--- src/sv/frame_delta_run_encoder_defines.svh ---
// Assertion macros for the frame delta run encoder.
`ifndef FRAME_DELTA_RUN_ENCODER_DEFINES_SVH
`define FRAME_DELTA_RUN_ENCODER_DEFINES_SVH

`ifndef SYNTHESIS
`define FDRE_ASSERT(lbl, cond, msg) \
	lbl: assert property (@(posedge clk) disable iff (!arst_n) (cond)) else $error(msg);
`define FDRE_ASSERT_IMPL(lbl, ante, cons, msg) \
	lbl: assert property (@(posedge clk) disable iff (!arst_n) (ante) |-> (cons)) else $error(msg);
`define FDRE_ASSERT_NEXT(lbl, ante, cons, msg) \
	lbl: assert property (@(posedge clk) disable iff (!arst_n) (ante) |=> (cons)) else $error(msg);
`else
`define FDRE_ASSERT(lbl, cond, msg)
`define FDRE_ASSERT_IMPL(lbl, ante, cons, msg)
`define FDRE_ASSERT_NEXT(lbl, ante, cons, msg)
`endif

`endif

--- src/sv/fdre_pkg.sv ---
// Shared types and constants of the frame delta run encoder.
package fdre_pkg;

	localparam int MAX_FRAME_WORDS_DEF = 65536;
	localparam int WORD_W              = 32;
	localparam int FRAME_WORDS_W       = 17;
	localparam int WORD_BYTES          = 4;
	localparam int RUN_HEADER_BYTES    = 8;
	localparam int NUM_KINDS           = 4;
	localparam logic [FRAME_WORDS_W-1:0] FRAME_WORDS_RST = 17'h10000;

	typedef enum logic [1:0] {
		KIND_OFFSET = 2'd0,
		KIND_DATA   = 2'd1,
		KIND_LENGTH = 2'd2,
		KIND_TOTAL  = 2'd3
	} fdre_kind_t;

	// Results of one item: mask bit i set means a result of kind i, emitted in kind order
	typedef struct packed {
		logic [NUM_KINDS-1:0]             mask;
		logic [NUM_KINDS-1:0][WORD_W-1:0] val;
	} fdre_bundle_t;

endpackage

--- src/sv/fdre_emit.sv ---
// Result serializer: holds one item's results and sends them one per cycle while out_stall is low.
module fdre_emit (
	input  logic                   clk,
	input  logic                   arst_n,
	input  logic                   load,
	input  fdre_pkg::fdre_bundle_t bundle,
	output logic                   free,
	output logic                   out_valid,
	input  logic                   out_stall,
	output logic [1:0]             kind,
	output logic [fdre_pkg::WORD_W-1:0] value,
	output logic                   last
);
	import fdre_pkg::*;

	`include "frame_delta_run_encoder_defines.svh"

	logic [NUM_KINDS-1:0]             mask_q;
	logic [NUM_KINDS-1:0][WORD_W-1:0] val_q;
	fdre_kind_t                       idx;
	logic                             out_acc;
	logic                             fill_new;

	always_comb begin
		priority if (mask_q[KIND_OFFSET]) begin
			idx = KIND_OFFSET;
		end else if (mask_q[KIND_DATA]) begin
			idx = KIND_DATA;
		end else if (mask_q[KIND_LENGTH]) begin
			idx = KIND_LENGTH;
		end else begin
			idx = KIND_TOTAL;
		end
	end

	assign out_valid = |mask_q;
	assign last      = (mask_q & (mask_q - 1'b1)) == '0;
	assign kind      = idx;
	assign value     = val_q[idx];
	assign out_acc   = out_valid && !out_stall;
	assign free      = !out_valid || (last && !out_stall);
	assign fill_new  = load && (|bundle.mask);

	always_ff @(posedge clk) begin
		if (fill_new) begin
			val_q <= bundle.val;
		end
	end

	always_ff @(posedge clk or negedge arst_n) begin
		if (!arst_n) begin
			mask_q <= '0;
		end else if (fill_new) begin
			mask_q <= bundle.mask;
		end else if (out_acc) begin
			// drop the result just taken
			mask_q <= mask_q & (mask_q - 1'b1);
		end
	end

	`FDRE_ASSERT_IMPL(a_load_free, fill_new, free, "results loaded over pending ones")
	`FDRE_ASSERT_NEXT(a_drain, out_acc && last && !fill_new, !out_valid, "result repeated after last")

endmodule

--- config.mk ---
export PLATFORM = sky130hd
export DESIGN_NAME = fdre_emit
export DESIGN_NICKNAME = d
export VERILOG_FILES = /design/src/sv/fdre_pkg.sv /design/src/sv/fdre_emit.sv
export VERILOG_INCLUDE_DIRS = /design/src /design/src/sv
export SDC_FILE = /design/constraint.sdc
export NUM_CORES = 1
export LEC_CHECK = 0
export BUFFER_PORTS_ARGS = -buffer_cell sky130_fd_sc_hd__buf_2
export CELL_PAD_IN_SITES_DETAIL_PLACEMENT = 0
export CELL_PAD_IN_SITES_GLOBAL_PLACEMENT = 1
export CORE_MARGIN = 1.5
export CORE_UTILIZATION = 41
export DETAILED_ROUTE_END_ITERATION = 6
export GPL_ROUTABILITY_DRIVEN = 0
export PLACE_DENSITY = 0.87
export RECOVER_POWER = 100
export SLEW_MARGIN = 20
export SYNTH_ARGS = -nofsm -noshare
export SYNTH_HDL_FRONTEND = slang
export SYNTH_SLANG_ARGS = --single-unit
--- constraint.sdc ---
create_clock -name clk -period 1.6 [get_ports clk]
set_input_delay 0.24 -clock clk [delete_from_list [all_inputs] [get_ports clk]]
set_output_delay 0.24 -clock clk [all_outputs]
set_load 0.1 [all_outputs]
* Yosys cells after proc, flatten, opt, wreduce, memory -nomap -nowiden *
Cells that the tools add are included.

word-level totals
  input bits = 136
  logic and storage cells = 25
  register bits = 132

cells by class
  bitwise logic cells = 1
  reduce and logical (&&, ||, !) cells = 10
  multiplexer cells = 7
  order comparisons = 1
  add/subtract/negate cells = 1

operator list
  operator                                             number
  binary-select mux 32 bit (select 2 bit)              1
  two-way mux 32 bit                                   1
  two-way mux 4 bit                                    2
  OR reduction 4 bit                                   2
  bitwise AND 4 bit                                    1
  zero test 4 bit                                      1
  two-way mux 2 bit                                    2
  subtractor 4 x 1 -> 4 bit (second input constant)    1
  logical AND 1 bit                                    3
  < comparator 2 x 3 -> 1 bit (second input constant)  1
  zero test 1 bit                                      2
  nonzero test 2 bit                                   1
  logical OR 1 bit                                     1
  two-way mux 1 bit                                    1

* Longest topological paths before layout *
Gate-level depths: netlist of run 1.

  depth after elaboration = 5
  depth in mapped cells = 5
  depth with buffers taken out = 3

* Worst setup path after synthesis of run 1 *
Ideal clock, no wire load.

  kind = register to output
  from = register mask_q[2]
  to = output free
  buffers on the path = 1
  cell stages (with the launch flop) = 4
  path slack = -1744 ps
  arrival = 3104 ps
  cells stage by stage = dfrtp_1 buf_6 maj3_2 o31ai_1

between the ends
  longest elaborated chain between the ends = 5
  elaborated cells between the ends (all ways) = 7
  classes of those cells = add/sub (1); bitwise (1); reduce/logical (5)

ends and longest elaborated chain
  what                       RTL line         text
  from (decl)                fdre_emit.sv:18  logic [NUM_KINDS-1:0] mask_q;
  from (signal assigned)     fdre_emit.sv:54  mask_q <= bundle.mask;
  from (signal assigned)     fdre_emit.sv:57  mask_q <= mask_q & (mask_q - 1'b1);
  subtractor 4 x 1 -> 4 bit  fdre_emit.sv:37  assign last = (mask_q & (mask_q - 1'b1)) == '0;
  bitwise AND 4 bit          fdre_emit.sv:37
  zero test 4 bit            fdre_emit.sv:37
  logical AND 1 bit          fdre_emit.sv:41  assign free = !out_valid || (last && !out_stall);
  logical OR 1 bit (*)       fdre_emit.sv:41
  to (decl)                  fdre_emit.sv:7   output logic free,

Mark *: on every way between the ends. The rest lies on a longest branch, timed or not.

* Final worst setup path of run 1 *
  from = register mask_q[2]
  to = output value[20] (netlist bit)

between the ends
  longest elaborated chain between the ends = 5

ends and longest elaborated chain
  what                                      RTL line         text
  two-way mux 1 bit                         fdre_emit.sv:29  end else if (mask_q[KIND_LENGTH]) begin
  two-way mux 2 bit                         fdre_emit.sv:27  end else if (mask_q[KIND_DATA]) begin
  two-way mux 2 bit                         fdre_emit.sv:25  priority if (mask_q[KIND_OFFSET]) begin
  binary-select mux 32 bit (select 2 bit)   fdre_emit.sv:39  assign value = val_q[idx];
  two-way mux 32 bit (implied by the code)  fdre_emit.sv:39
  to (decl)                                 fdre_emit.sv:11  output logic [fdre_pkg::WORD_W-1:0] value,

No other way between the ends. The select of a mux whose other input is x is not followed.

==> impl_metrics.ini, run 1 <==
[route]
wire_per_inst_um = 19.65
drtIter0Drc = 228
drtAntennaViolNets = 0
drt-vias-per-instance = 4.909
drcViolationCount = 0
firstDrtPassIters = 6
dr_total_vias = 4114
routed_wirelength_mm = 16.47

[floorplan]
initial_core_util_pct = 41.92
die_x_um = 116.6
io_pins = 173
row_count = 41
core_um2 = 12620
die_h_um = 116.6
dieArea_um2 = 13590

[setup_path]
required_ns = 1.36
cp-end-kind = primary output
r2r-start = mask_q[0]$_DFFE_PN0P_
r2r_end = mask_q[2]$_DFFE_PN0P_
crit_fanout = 13
reg2regPathDepth = 3
start_kind = flop
critPathKind = reg2out
r2r_setup_slack_ns = 0.09
cp_data_arrival_time_ns = 1.92

[sta]
tightest_slew_ns = 0.6548
hold_viol = 0
skew_ns = 0.001010
period_minus_slack_ns = 2.163
rsz0062_at_grt = yes
period_share_pct = 135.2
maxClockFrequency_mhz = 462.2
finalWorstSetupSlack_ns = -0.5635
max_slew_margin_pct = 55.77
drv_slew = 0
setup_tns_ns = -18.03
setup_viol = 37

[place]
place_inst = 665
hpwl_mm = 8.259
portBuffers = 172
post-place-ws_ns = -0.2231
post_dp_cell_area_um2 = 7403

[clock_network]
ctsHtreeMaxLevel = 4
cts_buffer_depth = 2
numCtsBuffers = 17
cts.sinks = 132
cts_tree = yes
cts_root_buf = clkbuf_16
clk_pin_slew_ns = 0.06
worst_skew_pair.late_latency_ns = 0.42

[synthesis]
seq_area_frac_synth_pct = 74.55
synthDistinctLibCells = 20
syn-instance-count = 298
synth-seq-cells = 132
synth_area_um2 = 5290
syn_nets = 434
yosysWarnings = 0
syn-mean-instance-area_um2 = 17.75

[power_and_ir_drop]
total_power_mw = 12.08
p_per_area_nw_per_um2 = 1206
vdd_drop_max_uv = 1086
p_leak_nw = 3.914

[run]
max-cap-violations = 0

[grt]
grt_pass1_wl_mm = 24.41
track_usage_pct = 25.58
antenna_found_initial = 1
grt_pass1_vias = 4487
grt-ovfl-total = 0
grt_max_degree = 28

[cells_and_area]
fin_area_um2 = 10020
fin_cells = 838
final_nets = 788
nFillCells = 644
area_growth_pct = 89.36
final_layout_size_suffix_gt1_share_pct = 50.83

[min_path]
hold_depth = 1
hold_end = val_q[36]$_DFFE_PP_
hold_start = bundle[36]
hold_path.class = in2reg

[outcome]
violations = setup timing
outcome = finished with violations
==> metal layers <==
metal	track usage, %	up-vias	share of wire [%]
met5	0	-	0
met4	10.84	0	2.9
met3	8.147	36	6.6
met2	46.75	193	55
met1	27.27	2024	36
li1	-	1861	-
==> layout by cell type (no fill, tap or decap), drive strengths merged <==
master	instances
buf	195
o21ai	37
inv	6
nor2	3
clkinv	6
mux2i	32
diode	1
clkbuf	45
edfxtp	128
clkinvlp	1
a21oi	2
mux2	32
maj3	1
nand2	35
dfrtp	4
a32o	2
or3	2
a2111o	1
o31ai	1
o41ai	1
dlygate4sd3	127
bufinv	4
==> worst max-delay path by stage <==
stage / start / slack (ns) / to / cells after the start
after global routing: mask_q[2]$_DFFE_PN0P_ / -0.61 / value[20] / 6
after CTS: mask_q[2]$_DFFE_PN0P_ / -0.59 / value[20] / 6
after global placement: mask_q[2]$_DFFE_PN0P_ / -0.15 / value[25] / 6
after floorplan: mask_q[2]$_DFFE_PN0P_ / -0.36 / free / 3
after detailed placement: mask_q[2]$_DFFE_PN0P_ / -0.22 / value[20] / 6
final: mask_q[2]$_DFFE_PN0P_ / -0.56 / value[20] / 6
==> cells by family (layout without fill, tap and decap cells) <==
logic type               after synthesis  count (layout)  synth area share [%]
other                                  0               1                     0
multiplexers                          64              64                 15.00
buffers and inverters                 17             384                 2.578
flip-flops                           132             132                 74.55
AO/OA/AOI/OAI                         44              44                 4.730
adder cells (fa/ha/maj)                1               1                0.2129
AND/OR/NAND/NOR                       40              40                 2.933
==> where the power goes <==
part           internal (mW)  switching [mW]  leakage [nW]
clock                   2.46            1.53         0.296
sequential              4.14           0.148          1.29
combinational           1.69            2.11          2.33
total                   8.29            3.79          3.91
==> timing repair <==
action                     in CTS  in global routing
cloned                          2                  0
pin swaps                       2                  0
resized for setup             140                  4
setup endpoints to repair      37                 37
hold endpoints to repair      130                  0
buffers inserted                5                  6
hold buffers                  127                  0
==> flip-flops by register name, indices dropped and copies added (netlist names) <==
name	count
mask_q	4
val_q	128
==> critical path: stages (launching register included) <==
cell	delay, ns
dfrtp_2	0.44
buf_12	0.17
buf_12	0.13
mux2_4	0.31
mux2i_4	0.19
o21ai_4	0.09
buf_12	0.17
==> cells in the mapped netlist <==
master / count / area share, %
a21oi_1: 2 / 0.19
inv_2: 2 / 0.14
o21ai_0: 1 / 0.095
o21ai_1: 36 / 3.4
nor2_1: 3 / 0.21
o41ai_2: 1 / 0.31
edfxtp_1: 128 / 73
mux2_1: 2 / 0.43
or3_1: 2 / 0.24
a32o_1: 2 / 0.38
a2111o_1: 1 / 0.21
maj3_2: 1 / 0.21
buf_6: 9 / 1.9
dfrtp_1: 4 / 1.9
mux2_4: 30 / 8.5
dlygate4sd1_1: 1 / 0.17
nand2_1: 35 / 2.5
clkbuf_1: 5 / 0.35
o31ai_1: 1 / 0.14
mux2i_1: 32 / 6.1
==> cell type report <==
cell class	count	area (um^2)	area share, %
repair buffers	350	3228	32.23
inverters	2	28.78	0.2873
clock buffers	17	425.4	4.247
clock inverters	15	177.7	1.774
diodes	1	2.502	0.02498
multi-input cells	149	1989	19.86
flip-flops and latches	132	3950	39.43
well taps	172	215.2	2.148
==> per-stage QoR <==
stage               hold WS (ns)  util, %
floorplan               -0.05559        -
global placement         0.05075    58.67
detailed placement       0.05158    58.67
global route             0.03775    79.38
CTS                     0.003345    79.65
finish                   0.03645    79.38
Note: power is estimated with default switching activity, not from simulation.
==> run 2, diff against run 1 <==
--- a/config.mk
+++ b/config.mk
@@ -6,11 +6,13 @@
 export SDC_FILE = /design/constraint.sdc
 export NUM_CORES = 1
 export LEC_CHECK = 0
+export ABC_AREA = 1
 export BUFFER_PORTS_ARGS = -buffer_cell sky130_fd_sc_hd__buf_2
 export CELL_PAD_IN_SITES_DETAIL_PLACEMENT = 0
 export CELL_PAD_IN_SITES_GLOBAL_PLACEMENT = 1
 export CORE_MARGIN = 1.5
-export CORE_UTILIZATION = 41
+export CORE_UTILIZATION = 39
+export CTS_BUF_LIST = sky130_fd_sc_hd__clkbuf_16
 export DETAILED_ROUTE_END_ITERATION = 6
 export GPL_ROUTABILITY_DRIVEN = 0
 export PLACE_DENSITY = 0.87
==> impl_metrics.ini, run 2 <==
[outcome]
outcome = finished with violations
violations = setup timing

[floorplan]
initial_core_util_pct = 40.11
row_count = 42
die_h_um = 119.7
die_x_um = 119.7
dieArea_um2 = 14330
core_um2 = 13240
io_pins = 173

[cells_and_area]
insertedDiodeCount = 0
top_regs = val_q (128), mask_q (4)
final_nets = 886
area_growth_pct = 81.06
largest_register_ff_count = 128
largest-register = val_q
final_cell_mix = 128 x edfxtp_1, 123 x buf_2, 120 x dlygate4sd3_1
nFillCells = 842
final_layout_size_suffix_gt1_share_pct = 40.34
fin_cells = 937
fin_area_um2 = 9617
multi_input_area_um2 = 1449
final_common_cell = edfxtp_1
utilization_pct = 72.62
regArea_um2 = 3948

[sta]
setup_tns_ns = -18.32
maxClockFrequency_mhz = 459.4
hold_viol = 0
period_minus_slack_ns = 2.177
setup_viol = 41
tightest_slew_ns = 0.7154
skew_ns = 0.001113
finalWorstSetupSlack_ns = -0.5770
drv_slew = 0
rsz0062_at_grt = yes
max_slew_margin_pct = 52.31
period_share_pct = 136.1
hold_ws_ns = 0.01616

[synthesis]
synthTopCellsByArea = edfxtp_1 72%, o211ai_1 9.0%, nand2_1 8.6%
synth-seq-cells = 132
ys.flop_type = edfxtp_1
syn-instance-count = 420
async_flop_share_pct = 3.030
syn-mean-instance-area_um2 = 12.65
synth_edf_count = 128
synth_common_cells = 128 x edfxtp_1, 121 x nand2_1, 68 x inv_1
seq_area_frac_synth_pct = 74.25
synth_area_um2 = 5311
synth_largest_area_cell = edfxtp_1
synthDistinctLibCells = 16
yosysWarnings = 0
yosysTopAreaCellShare_pct = 72.37
synth.most_common_cell = edfxtp_1
syn_nets = 556

[power_and_ir_drop]
vdd_drop_max_uv = 1249
total_power_mw = 13.32
p_leak_nw = 4.148
p_per_area_nw_per_um2 = 1385

[place]
post-place-ws_ns = -0.1554
post_dp_cell_area_um2 = 7158
place_inst = 772
portBuffers = 172
hpwl_mm = 8.827

[min_path]
hold_start = bundle[94]
hold_path.class = in2reg

[setup_path]
critPathKind = reg2out
cp-end-kind = primary output
cp-startpoint = mask_q[2]$_DFFE_PN0P_
required_ns = 1.36
crit_fanout = 8
start_kind = flop
r2r-start = mask_q[1]$_DFFE_PN0P_
cp_data_arrival_time_ns = 1.94

[route]
drtAntennaViolNets = 0
wire_per_inst_um = 18.11
drtIter0Drc = 337
drt-vias-per-instance = 4.861
routed_wirelength_mm = 16.97
dr_total_vias = 4555
firstDrtPassIters = 4
drcViolationCount = 0

[clock_network]
cts.sinks = 132
cts_buffer_depth = 2
numCtsBuffers = 17
clk_pin_slew_ns = 0.05
cts_tree = yes
ctsHtreeMaxLevel = 4
cts_root_buf = clkbuf_16
worst_skew_pair.late_latency_ns = 0.42

[run]
max-cap-violations = 0

[grt]
grt_max_degree = 78
antenna_found_initial = 0
track_usage_pct = 23.79
grt-ovfl-total = 0
grt_pass1_wl_mm = 25.32
grt_pass1_vias = 4882
-- run 2: kinds of logic after synthesis --
logic type             synth area share (%)
DFF                                   74.25
and+or+nand+nor                       9.329
buffers and inverters                 7.020
AOI/OAI and AO/OA                     9.399
-- run 2: final cells by class --
cell class                 count  area share [%]
multi-input combinational    196           15.07
clock buffer                  17           4.424
clock inverter                13           1.483
tap                          176           2.290
sequential                   132           41.05
timing repair buffer         330           32.80
inverter                      73           2.888
-- run 2: path summary, 6_finish.rpt --
path	end	slack [ns]	cells past startpoint
max in group asynchronous	mask_q[2]$_DFFE_PN0P_	1.20	2
worst min register to register	mask_q[3]$_DFFE_PN0P_	0.49	2
worst max-delay path	value[27]	-0.58	7
worst min-delay path	val_q[94]$_DFFE_PP_	0.02	1
worst max register to register	mask_q[0]$_DFFE_PN0P_	-0.05	9
min in group asynchronous	mask_q[1]$_DFFE_PN0P_	0.20	2
-- run 2: per-layer routing --
layer | up-vias | global-route usage [%] | part of all wire, % | routed length, um
li1 | 2110 | - | - | -
met1 | 2220 | 25.49 | 37 | 6207
met2 | 193 | 44.00 | 55 | 9377
met3 | 32 | 6.702 | 5.6 | 958
met4 | 0 | 9.524 | 2.5 | 428
met5 | - | 0 | 0 | 0
-- run 2: report_power, final --
part | internal, mW | total [mW] | switching (mW)
registers | 4.15 | 4.25 | 0.109
logic | 2.02 | 5.28 | 3.26
clock network | 2.40 | 3.79 | 1.39
total | 8.56 | 13.3 | 4.76
-- run 2: repair_timing --
action                                  4_1_cts  5_1_grt
hold buffers                                116        4
endpoints found under the setup margin       37       41
endpoints found under the hold margin       119        4
buffers inserted                             10        3
gates cloned                                  1        2
resized for setup                           103       50
pin swaps                                     8       26
-- run 2: critical path, stage by stage, from the launching register on --
cell and delay [ns]:
dfrtp_2 0.44, a21oi_4 0.26, buf_12 0.18, buf_12 0.14, nand2_4 0.04, o211ai_1 0.17
nand2_4 0.10, buf_12 0.18
